**config.mk**
```make
export PLATFORM = sky130hd
export DESIGN_NAME = matrix_multiply_4x4
export DESIGN_NICKNAME = d
export VERILOG_FILES = /design/src/hdl/mm4x4_pkg.sv /design/src/hdl/matrix_multiply_4x4.sv
export SDC_FILE = /design/constraint.sdc
export NUM_CORES = 1
export LEC_CHECK = 0
export BUFFER_PORTS_ARGS = -buffer_cell sky130_fd_sc_hd__buf_2
export CAP_MARGIN = 30
export CORE_MARGIN = 1
export CORE_UTILIZATION = 43
export CTS_CLUSTER_SIZE = 25
export DETAILED_ROUTE_END_ITERATION = 8
export SLEW_MARGIN = 20
export SYNTH_ARGS = -nofsm -noshare
export SYNTH_HDL_FRONTEND = slang
export SYNTH_SLANG_ARGS = --single-unit
```
**constraint.sdc**
```tcl
create_clock -name clock -period 7.7 [get_ports clock]
set_input_delay 1.155 -clock clock [delete_from_list [all_inputs] [get_ports clock]]
set_output_delay 1.155 -clock clock [all_outputs]
set_load 0.02 [all_outputs]
```
**src/hdl/mm4x4_pkg.sv**
```systemverilog
// Shared widths, command codes and word layouts for the 4x4 matrix multiplier.
// Used by matrix_multiply_4x4 and its port checker; depends on nothing else.

package mm4x4_pkg;

   localparam int DIM       = 4;
   localparam int IDX_W     = $clog2(DIM);
   localparam int ADDR_W    = $clog2(DIM * DIM);
   localparam int PHASE_W   = $clog2(DIM + 2);

   localparam int CMD_W     = 2;
   localparam int ROW_W     = 2;
   localparam int COL_W     = 2;
   localparam int ELEM_W    = 16;
   localparam int PROD_W    = 2 * ELEM_W;
   localparam int ACC_W     = 34;

   localparam int REQ_DATA_W = 24;
   localparam int RSP_DATA_W = 40;

   localparam logic [CMD_W-1:0] CMD_LOAD_A  = 2'd0;
   localparam logic [CMD_W-1:0] CMD_LOAD_B  = 2'd1;
   localparam logic [CMD_W-1:0] CMD_COMPUTE = 2'd2;

   typedef struct packed {
      logic [REQ_DATA_W-ROW_W-COL_W-ELEM_W-1:0] pad;
      logic [ELEM_W-1:0]                        element_value;
      logic [COL_W-1:0]                         col;
      logic [ROW_W-1:0]                         row;
   } req_data_type;

   typedef struct packed {
      logic [RSP_DATA_W-ROW_W-COL_W-ACC_W-1:0] pad;
      logic [ACC_W-1:0]                        product_value;
      logic [COL_W-1:0]                        out_col;
      logic [ROW_W-1:0]                        out_row;
   } rsp_data_type;

endpackage

```
**src/hdl/matrix_multiply_4x4.sv**
```systemverilog
// Top level of the 4x4 matrix multiplier: element stores, shared multiply-accumulate
// unit and its sequencer, and the result output register. Depends on mm4x4_pkg.
//
// Usage:
//   The req channel takes one word per item. tuser carries the command: load an
//   element of A, load an element of B, or compute. Loads are taken while the block
//   is idle and stream at one word per cycle while it is idle. A compute word drops req_tready and
//   the block walks the 16 product entries in row-major order on the rsp channel,
//   rsp_tlast marking the final entry.
//   Each entry runs its 4 terms through one 16x16 multiplier and a 34-bit
//   accumulator: each term is read from the stores into the store read register,
//   multiplied into the multiply register and summed; the finished entry is then
//   handed to the output register, and only then does the next entry start.
//   req_tready rises again in the cycle after the last entry enters the output
//   register; that entry may still wait there while new loads are taken.
//   A stalled receiver holds the current entry in the output register and the
//   sequencer waits before loading the next one; nothing is dropped.
//   Reset clears the sequencer and the output valid flag. Store contents are
//   not cleared: read an element only after writing it.

module matrix_multiply_4x4 (
   input  logic                                clock,
   input  logic                                reset,
   input  logic                                req_tvalid,
   output logic                                req_tready,
   // tdata: row [1:0], col [3:2], element_value [19:4], zero [23:20]
   input  logic [mm4x4_pkg::REQ_DATA_W-1:0]    req_tdata,
   // tuser: command [1:0]
   input  logic [mm4x4_pkg::CMD_W-1:0]         req_tuser,
   output logic                                rsp_tvalid,
   input  logic                                rsp_tready,
   // tdata: out_row [1:0], out_col [3:2], product_value [37:4], zero [39:38]
   output logic [mm4x4_pkg::RSP_DATA_W-1:0]    rsp_tdata,
   output logic                                rsp_tlast
);

   localparam logic [1:0] ST_IDLE = 2'd0;
   localparam logic [1:0] ST_MAC  = 2'd1;
   localparam logic [1:0] ST_EMIT = 2'd2;

   localparam int IDX_W   = mm4x4_pkg::IDX_W;
   localparam int ADDR_W  = mm4x4_pkg::ADDR_W;
   localparam int PHASE_W = mm4x4_pkg::PHASE_W;
   localparam int ELEM_W  = mm4x4_pkg::ELEM_W;
   localparam int PROD_W  = mm4x4_pkg::PROD_W;
   localparam int ACC_W   = mm4x4_pkg::ACC_W;

   logic [1:0]         state_ff, state_in;
   logic [IDX_W-1:0]   r_ff, r_in;
   logic [IDX_W-1:0]   c_ff, c_in;
   logic [PHASE_W-1:0] phase_ff, phase_in;
   logic [ACC_W-1:0]   acc_ff, acc_in;

   logic [ELEM_W-1:0]  a_mem [mm4x4_pkg::DIM*mm4x4_pkg::DIM];
   logic [ELEM_W-1:0]  b_mem [mm4x4_pkg::DIM*mm4x4_pkg::DIM];
   logic [ELEM_W-1:0]  a_rd_ff;
   logic [ELEM_W-1:0]  b_rd_ff;
   logic signed [PROD_W-1:0] prod_ff;

   logic                           rsp_valid_ff, rsp_valid_in;
   mm4x4_pkg::rsp_data_type        rsp_data_ff, rsp_data_in;
   logic                           rsp_last_ff, rsp_last_in;

   mm4x4_pkg::req_data_type req_data;
   logic                    req_accept;
   logic                    in_range;
   logic                    we_a;
   logic                    we_b;
   logic [ADDR_W-1:0]       wr_addr;
   logic [IDX_W-1:0]        k_idx;
   logic [ADDR_W-1:0]       a_addr;
   logic [ADDR_W-1:0]       b_addr;
   logic [ACC_W-1:0]        prod_ext;
   logic                    out_free;

   assign req_data   = req_tdata;
   assign req_tready = (state_ff == ST_IDLE);
   assign req_accept = req_tvalid && req_tready;
   assign in_range   = (req_data.row < mm4x4_pkg::DIM) && (req_data.col < mm4x4_pkg::DIM);
   assign we_a       = req_accept && in_range && (req_tuser == mm4x4_pkg::CMD_LOAD_A);
   assign we_b       = req_accept && in_range && (req_tuser == mm4x4_pkg::CMD_LOAD_B);
   assign wr_addr    = ADDR_W'(req_data.row) * ADDR_W'(mm4x4_pkg::DIM) + ADDR_W'(req_data.col);

   assign k_idx    = phase_ff[IDX_W-1:0];
   assign a_addr   = ADDR_W'(r_ff) * ADDR_W'(mm4x4_pkg::DIM) + ADDR_W'(k_idx);
   assign b_addr   = ADDR_W'(k_idx) * ADDR_W'(mm4x4_pkg::DIM) + ADDR_W'(c_ff);
   assign prod_ext = {{(ACC_W-PROD_W){prod_ff[PROD_W-1]}}, prod_ff};
   assign out_free = !rsp_valid_ff || rsp_tready;

   always_ff @(posedge clock) begin
      if (we_a) begin
         a_mem[wr_addr] <= req_data.element_value;
      end
      if (we_b) begin
         b_mem[wr_addr] <= req_data.element_value;
      end
      a_rd_ff <= a_mem[a_addr];
      b_rd_ff <= b_mem[b_addr];
   end

   always_ff @(posedge clock) begin
      prod_ff <= $signed(a_rd_ff) * $signed(b_rd_ff);
   end

   always_comb begin
      state_in     = state_ff;
      r_in         = r_ff;
      c_in         = c_ff;
      phase_in     = phase_ff;
      acc_in       = acc_ff;
      rsp_valid_in = rsp_valid_ff && !rsp_tready;
      rsp_data_in  = rsp_data_ff;
      rsp_last_in  = rsp_last_ff;

      unique case (state_ff)
         ST_IDLE: begin
            if (req_accept && (req_tuser == mm4x4_pkg::CMD_COMPUTE)) begin
               r_in     = '0;
               c_in     = '0;
               phase_in = '0;
               state_in = ST_MAC;
            end
         end
         ST_MAC: begin
            phase_in = phase_ff + PHASE_W'(1);
            if (phase_ff == PHASE_W'(2)) begin
               acc_in = prod_ext;
            end else if (phase_ff > PHASE_W'(2)) begin
               acc_in = acc_ff + prod_ext;
            end
            if (phase_ff == PHASE_W'(mm4x4_pkg::DIM + 1)) begin
               state_in = ST_EMIT;
            end
         end
         ST_EMIT: begin
            if (out_free) begin
               rsp_valid_in              = 1'b1;
               rsp_data_in.pad           = '0;
               rsp_data_in.out_row       = mm4x4_pkg::ROW_W'(r_ff);
               rsp_data_in.out_col       = mm4x4_pkg::COL_W'(c_ff);
               rsp_data_in.product_value = acc_ff;
               rsp_last_in               = (r_ff == IDX_W'(mm4x4_pkg::DIM - 1)) &&
                                           (c_ff == IDX_W'(mm4x4_pkg::DIM - 1));
               phase_in                  = '0;
               state_in                  = ST_MAC;
               if (c_ff == IDX_W'(mm4x4_pkg::DIM - 1)) begin
                  c_in = '0;
                  if (r_ff == IDX_W'(mm4x4_pkg::DIM - 1)) begin
                     state_in = ST_IDLE;
                  end else begin
                     r_in = r_ff + IDX_W'(1);
                  end
               end else begin
                  c_in = c_ff + IDX_W'(1);
               end
            end
         end
         default: begin
            state_in = ST_IDLE;
         end
      endcase
   end

   always_ff @(posedge clock) begin
      if (reset) begin
         state_ff     <= ST_IDLE;
         rsp_valid_ff <= 1'b0;
      end else begin
         state_ff     <= state_in;
         rsp_valid_ff <= rsp_valid_in;
      end
   end

   always_ff @(posedge clock) begin
      r_ff        <= r_in;
      c_ff        <= c_in;
      phase_ff    <= phase_in;
      acc_ff      <= acc_in;
      rsp_data_ff <= rsp_data_in;
      rsp_last_ff <= rsp_last_in;
   end

   assign rsp_tvalid = rsp_valid_ff;
   assign rsp_tdata  = rsp_data_ff;
   assign rsp_tlast  = rsp_last_ff;

endmodule

```
* Yosys cells after proc, flatten, opt, wreduce, memory -nomap -nowiden
Memory sizes are Yosys's and may differ from the RTL's. A register that Yosys moved wholly into a read port is not among the register bits. Cells that the tools add are included.
Word-level totals: flip-flop bits (word level) 115, memories kept 2, memory bits (writable) 512, memory bits (read-only) 0, word-level logic and storage cells 80, latch bits 0
Operators by class: reduce and logical (&&, ||, !) cells 20, magnitude comparators 1, div/mod/pow operators 0, $add $sub $neg 7, mux-type cells 25, eq/ne operators 13, shift-type cells 0, multipliers 1, bitwise operators 0
Memories:
- a_mem | words 16, width 16, read ports 1, clocked after memory_dff 1, wr ports 1, RTL line matrix_multiply_4x4.sv:54 | logic [ELEM_W-1:0] a_mem [mm4x4_pkg::DIM*mm4x4_pkg::DIM];
- b_mem | words 16, width 16, read ports 1, clocked after memory_dff 1, wr ports 1, RTL line matrix_multiply_4x4.sv:55 | logic [ELEM_W-1:0] b_mem [mm4x4_pkg::DIM*mm4x4_pkg::DIM];
Operator list (number):
- two-way mux 34 bit | 2
- adder 34 bit | 1
- multiplier 16 x 16 -> 32 bit | 1
- two-way mux 2 bit | 9
- adder 4 x 2 -> 4 bit | 3
- one-hot mux 3 bit (3 select lines) | 1
- AND reduction 3 bit | 3
- equality test 2 bit (second input constant) | 4
- two-way mux 1 bit | 8
- != test 2 bit (second input constant) | 4
- one-hot mux 2 bit (2 select lines) | 2
- logical AND 1 bit | 6
- two-way mux 3 bit | 2
- one-hot mux 2 bit (3 select lines) | 1
- AND reduction 5 bit | 1
- adder 2 x 1 -> 2 bit (second input constant) | 2
- equality test 2 x 1 -> 1 bit (second input constant) | 2
- zero test 2 bit | 2
- AND reduction 2 bit | 2
- nonzero test 2 bit | 2
- adder 3 x 1 -> 3 bit (second input constant) | 1
- equality test 3 x 2 -> 1 bit (second input constant) | 1
- equality test 3 bit (second input constant) | 1
- greater-than comparator 3 x 2 -> 1 bit (second input constant) | 1
- other kinds (4) | 5

* Logic depth before layout (Yosys ltp)
depth in word-level cells 5, gate-level depth with buffers 22, mapped depth without buffers 21

* Worst setup path after synthesis
Ideal clock, no wire load.
kind register to register, start reg b_rd_ff[7], read port of b_mem, end reg prod_ff[30], period minus slack after synthesis 5882 ps, buffers on the path 1, slack 1818 ps, library setup time 79 ps, required time 7621 ps, arrival time 5804 ps, stages on the path, launching flop included 23, cells stage by stage dfxtp_1 -> clkbuf_1 -> nand2_1 -> fa_1 -> inv_1 -> fa_1 -> inv_1 -> fa_1 -> inv_1 -> fa_1 -> fa_1 -> inv_1 -> fa_1 -> inv_1 -> ha_1 -> and3_2 -> nand2_2 -> nor2_2 -> nand3_1 -> a2111oi_2 -> nor3_1 -> or4_1 -> o211ai_1
On the way: word-level cells in the longest chain between the ends 1
RTL lines:
- start, declared | RTL line matrix_multiply_4x4.sv:57 | logic [ELEM_W-1:0] b_rd_ff;
- multiplier 16 x 16 -> 32 bit | RTL line matrix_multiply_4x4.sv:102 | prod_ff <= $signed(a_rd_ff) * $signed(b_rd_ff);
- end signal, assigned | RTL line matrix_multiply_4x4.sv:102
- end, declared | RTL line matrix_multiply_4x4.sv:58 | logic signed [PROD_W-1:0] prod_ff;
Every way passes these cells. A chain may end at the register's enable or synchronous reset.

* Worst setup path in the final report
Ends and elaborated chain as after synthesis.

==> metrics.sh <==
DP_HPWL_UM=49200
GRT_PASS1_WL_UM=116000
FINAL_NETS=2868
FINAL_CYCLE_SHARE_PCT=85.8
POST_CTS_SETUP_BUFFERS=0
CTS-BUFFERS-INSERTED=69
DRIVE_ABOVE_1_SHARE_PCT=16.2
POST_CTS_HOLD_BUFFER_COUNT=0
CPMAXSTAGEDELAYCELL='dfxtp_1'
GROUTE.USAGE.OVERALL_PCT=18.5
LARGEST_NET_DEGREE_AT_THE_START_OF_GLOBAL_ROUTING=65
INITIAL_UTILIZATION_PCT=43.7
HOLD_PATH_CLASS='reg -> reg'
SYN-INSTANCE-COUNT=2350
SYNTH_WARN=0
GRT_SETUP_UNREPAIRED='no'
CRITICAL_PATH.STARTPOINT='b_rd_ff[7]'
CTSROOTBUFFERMASTER='clkbuf_16'
YOSYS_MOST_USED_DFF='edfxtp_1'
VIA_COUNT=19000
CRITPATHMAXSTAGEDELAY_NS=0.76
R2R_END='prod_ff[30]'
DRV_CAP=0
SYNTH_SEQ_CELLS=659
FINALMAXSLEWVIOLATIONS=0
PLACEMENTROWS=104
FULL_DIE_AREA_SQ_UM=83400
CRIT_CHAIN='nand2_1 > fa_1 > inv_1 > fa_1 > inv_1 > fa_1 > inv_1 > fa_1 > fa_1 > inv_1 > fa_1 > inv_1 > ha_1 > and3_2 > nand2_2 > nor2_2 > nand3_1 > a2111oi_2 > nor3_1 > or4_1 > o211ai_1'
CRIT_ARRIVAL_NS=7.14
LAYOUT.FILLER_CELLS=6882
CTSHTREEMAXLEVEL=3
RUN_STATUS='finished, final reports clean'
TIMING.CRITICAL_PATH.FANOUT_MAX=16
TRITONCTS='done'
GRT_REMAINING_OVERFLOW=0
HP-START='acc_ff[2]'
MAXCLOCKFREQUENCY_MHz=151
DIE_W_UM=289
GRT_ANTENNA_BEFORE_REPAIR=8
FINALSETUPVIOLATIONS=0
MAXSLEWHEADROOM_PCT=34.4
DIE_Y_UM=289
CLOCK_SINKS=659
MAX-CLOCK-PATH-BUFFERS=3
SYNTH_AREA_SQ_UM=35400
SYNTHTOLAYOUTAREAGROWTH_PCT=11.4
DRT-PASS1-ITER-COUNT=5
FP.COREAREA_SQ_UM=80900
AVGSYNTHCELLAREA_SQ_UM=15.0
SYNTH-ASYNC-RESET-RATIO_PCT=0
GLOBALPLACE.CONGESTION=0.887
POST-ROUTE-DRC-COUNT=0
WORSTHOLDENDPOINT='rsp_tdata[6]'
FINAL.SETUP_SKEW_NS=0.0488
R2R-START='b_rd_ff[7]'
POST_DRT_VIA_CELL_RATIO=5.32
PORT_BUFFERS=66
DETAIL_ROUTE.WL_PER_CELL_UM=20.8
VIA_COUNT_OF_THE_FIRST_GLOBAL_ROUTING_PASS=20500
CRITPATHMOSTFREQUENTCELL='fa_1'
START_KIND='flip-flop'
NUM_IO_PINS=73
CRITICAL_PATH_CLASS='reg -> reg'
SETUP.REG_TO_REG.WORST_SLACK_NS=1.09
DETAIL_ROUTE.WIRELENGTH_UM=74300
CTS.REPAIR.RESIZED=0
CLKSLEWWORSTSETUPHOLDPATHS_NS=0.06
SYNTH-SEQ-AREA-SHARE_PCT=54.1
ANTENNA_VIOLATING_NETS_POST_ROUTE=0
FIN_TNS_SETUP_NS=0
EDFF_COUNT_SYNTH=592
SYNTH.LIB_CELLS_USED.DISTINCT=71
R2R_CELLS=21
HOLD_VIO_CNT_FINAL=0
WORSTPATHREQUIRED_NS=8.24
HOLD_DEPTH=0
TIGHTEST_SLEW_NS=0.984
SETUP.WORST_PATH.END_CLASS='flip-flop'
PERIOD_NEEDED_NS=6.61
INITIALDRTVIOLATIONCOUNT=1296
CLOCK_LATENCY_NS=0.62
cell usage after synthesis (all sizes together), types with 2 or more instances:
master | count | share of area (%)
edfxtp | 592 | 50
and3 | 8 | 0.16
and4 | 3 | 0.074
or3 | 6 | 0.12
a21boi | 6 | 0.13
mux4 | 160 | 10
xnor2 | 42 | 1.0
a221oi | 3 | 0.074
o21a | 12 | 0.25
nor3 | 19 | 0.27
o21bai | 12 | 0.25
nand3 | 12 | 0.17
fa | 263 | 15
a31oi | 5 | 0.13
a211oi | 7 | 0.15
inv | 313 | 3.3
clkbuf | 58 | 0.62
a2111oi | 5 | 0.27
o31ai | 5 | 0.11
a21oi | 72 | 1.0
nand2 | 166 | 1.8
or2 | 2 | 0.035
buf | 24 | 0.31
xor2 | 18 | 0.45
o211ai | 8 | 0.17
nand2b | 14 | 0.25
nor2b | 7 | 0.12
o22ai | 4 | 0.071
ha | 120 | 4.2
and2 | 128 | 2.3
o41ai | 2 | 0.071
dfxtp | 67 | 3.8
nor2 | 92 | 0.98
a211o | 5 | 0.12
a21o | 27 | 0.57
mux2 | 2 | 0.064
nor3b | 3 | 0.064
nor4b | 3 | 0.12
o21ai | 33 | 0.49
nand3b | 7 | 0.15
worst max-delay path by stage:
stage / end / cells past startpoint
global route: prod_ff[30] / 21
floorplan: prod_ff[30] / 22
detailed placement: prod_ff[30] / 21
global placement: prod_ff[30] / 21
finish: prod_ff[30] / 21
CTS: prod_ff[30] / 21
area by class of cell:
class	count	area, sq um	share of cell area (%)
multi-input cells	1297	14800	37.6
flip-flops and latches	659	19100	48.5
inverters	313	1170	2.98
clock buffers	83	1810	4.59
well taps	1060	1330	3.37
diodes	1	2.50	0.00635
repair buffers	115	746	1.89
clock inverters	43	424	1.08
state kept, by name, summed over array words and instances, names as in the netlist, 3 cells and up:
signal     count
rsp_tdata     38
phase_ff       3
b_rd_ff       16
a_mem        256
prod_ff       32
b_mem        256
a_rd_ff       16
acc_ff        34
routing by layer:
layer / up-vias / GRT usage, % / wire [um]
li1: 8528 / - / -
met1: 9790 / 25.1 / 32600
met2: 532 / 30.6 / 35600
met3: 129 / 3.15 / 4300
met4: 10 / 5.32 / 1760
met5: - / 0 / 68
cell usage in the layout (no fill, tap or decap), drive strengths merged, types with 14 or more instances in the layout:
| cell type | Yosys | routed |
|---|---|---|
| dfxtp | 67 | 67 |
| clkinv | 0 | 31 |
| ha | 120 | 120 |
| nor2 | 92 | 92 |
| edfxtp | 592 | 592 |
| o21ai | 33 | 33 |
| and2 | 128 | 128 |
| buf | 24 | 115 |
| a21oi | 72 | 72 |
| clkbuf | 58 | 83 |
| xnor2 | 42 | 42 |
| fa | 263 | 263 |
| inv | 313 | 318 |
| nand2 | 166 | 166 |
| nand2b | 14 | 14 |
| nor3 | 19 | 19 |
| xor2 | 18 | 18 |
| mux4 | 160 | 160 |
| a21o | 27 | 27 |
cell families after synthesis:
kind of cell	synth area share (%)
adders and majority gates	19.1
xor gates and xnor gates	1.49
DFF	54.1
buffers and inverters	4.25
other	0.0106
muxes	10.3
and+or+nand+nor	6.69
AOI/OAI and AO/OA	4.10
through the flow:
step	instances	util (%)	hold WS (ns)	instance area, sq um	setup WS, ns
finish	3571	48.7	0.464	39400	1.09
detailed placement	3444	45.9	0.456	37200	1.10
floorplan	2351	-	0.433	35400	1.82
CTS	3570	48.7	0.470	39400	1.12
global route	3570	48.7	0.477	39400	0.760
global placement	3441	45.8	0.454	37100	1.20
worst max-delay path, delay by kind of cell, from the launching register on:
| kind | cells | cell delay, ns |
|---|---|---|
| adders and majority gates | 7 | 3.34 |
| and+or+nand+nor | 7 | 1.59 |
| DFF | 1 | 0.76 |
| AOI/OAI and AO/OA | 2 | 0.57 |
| buffers and inverters | 5 | 0.27 |
Power is not shown: default switching activity piles up to over one toggle a cycle in this logic, so the estimate is an artifact.
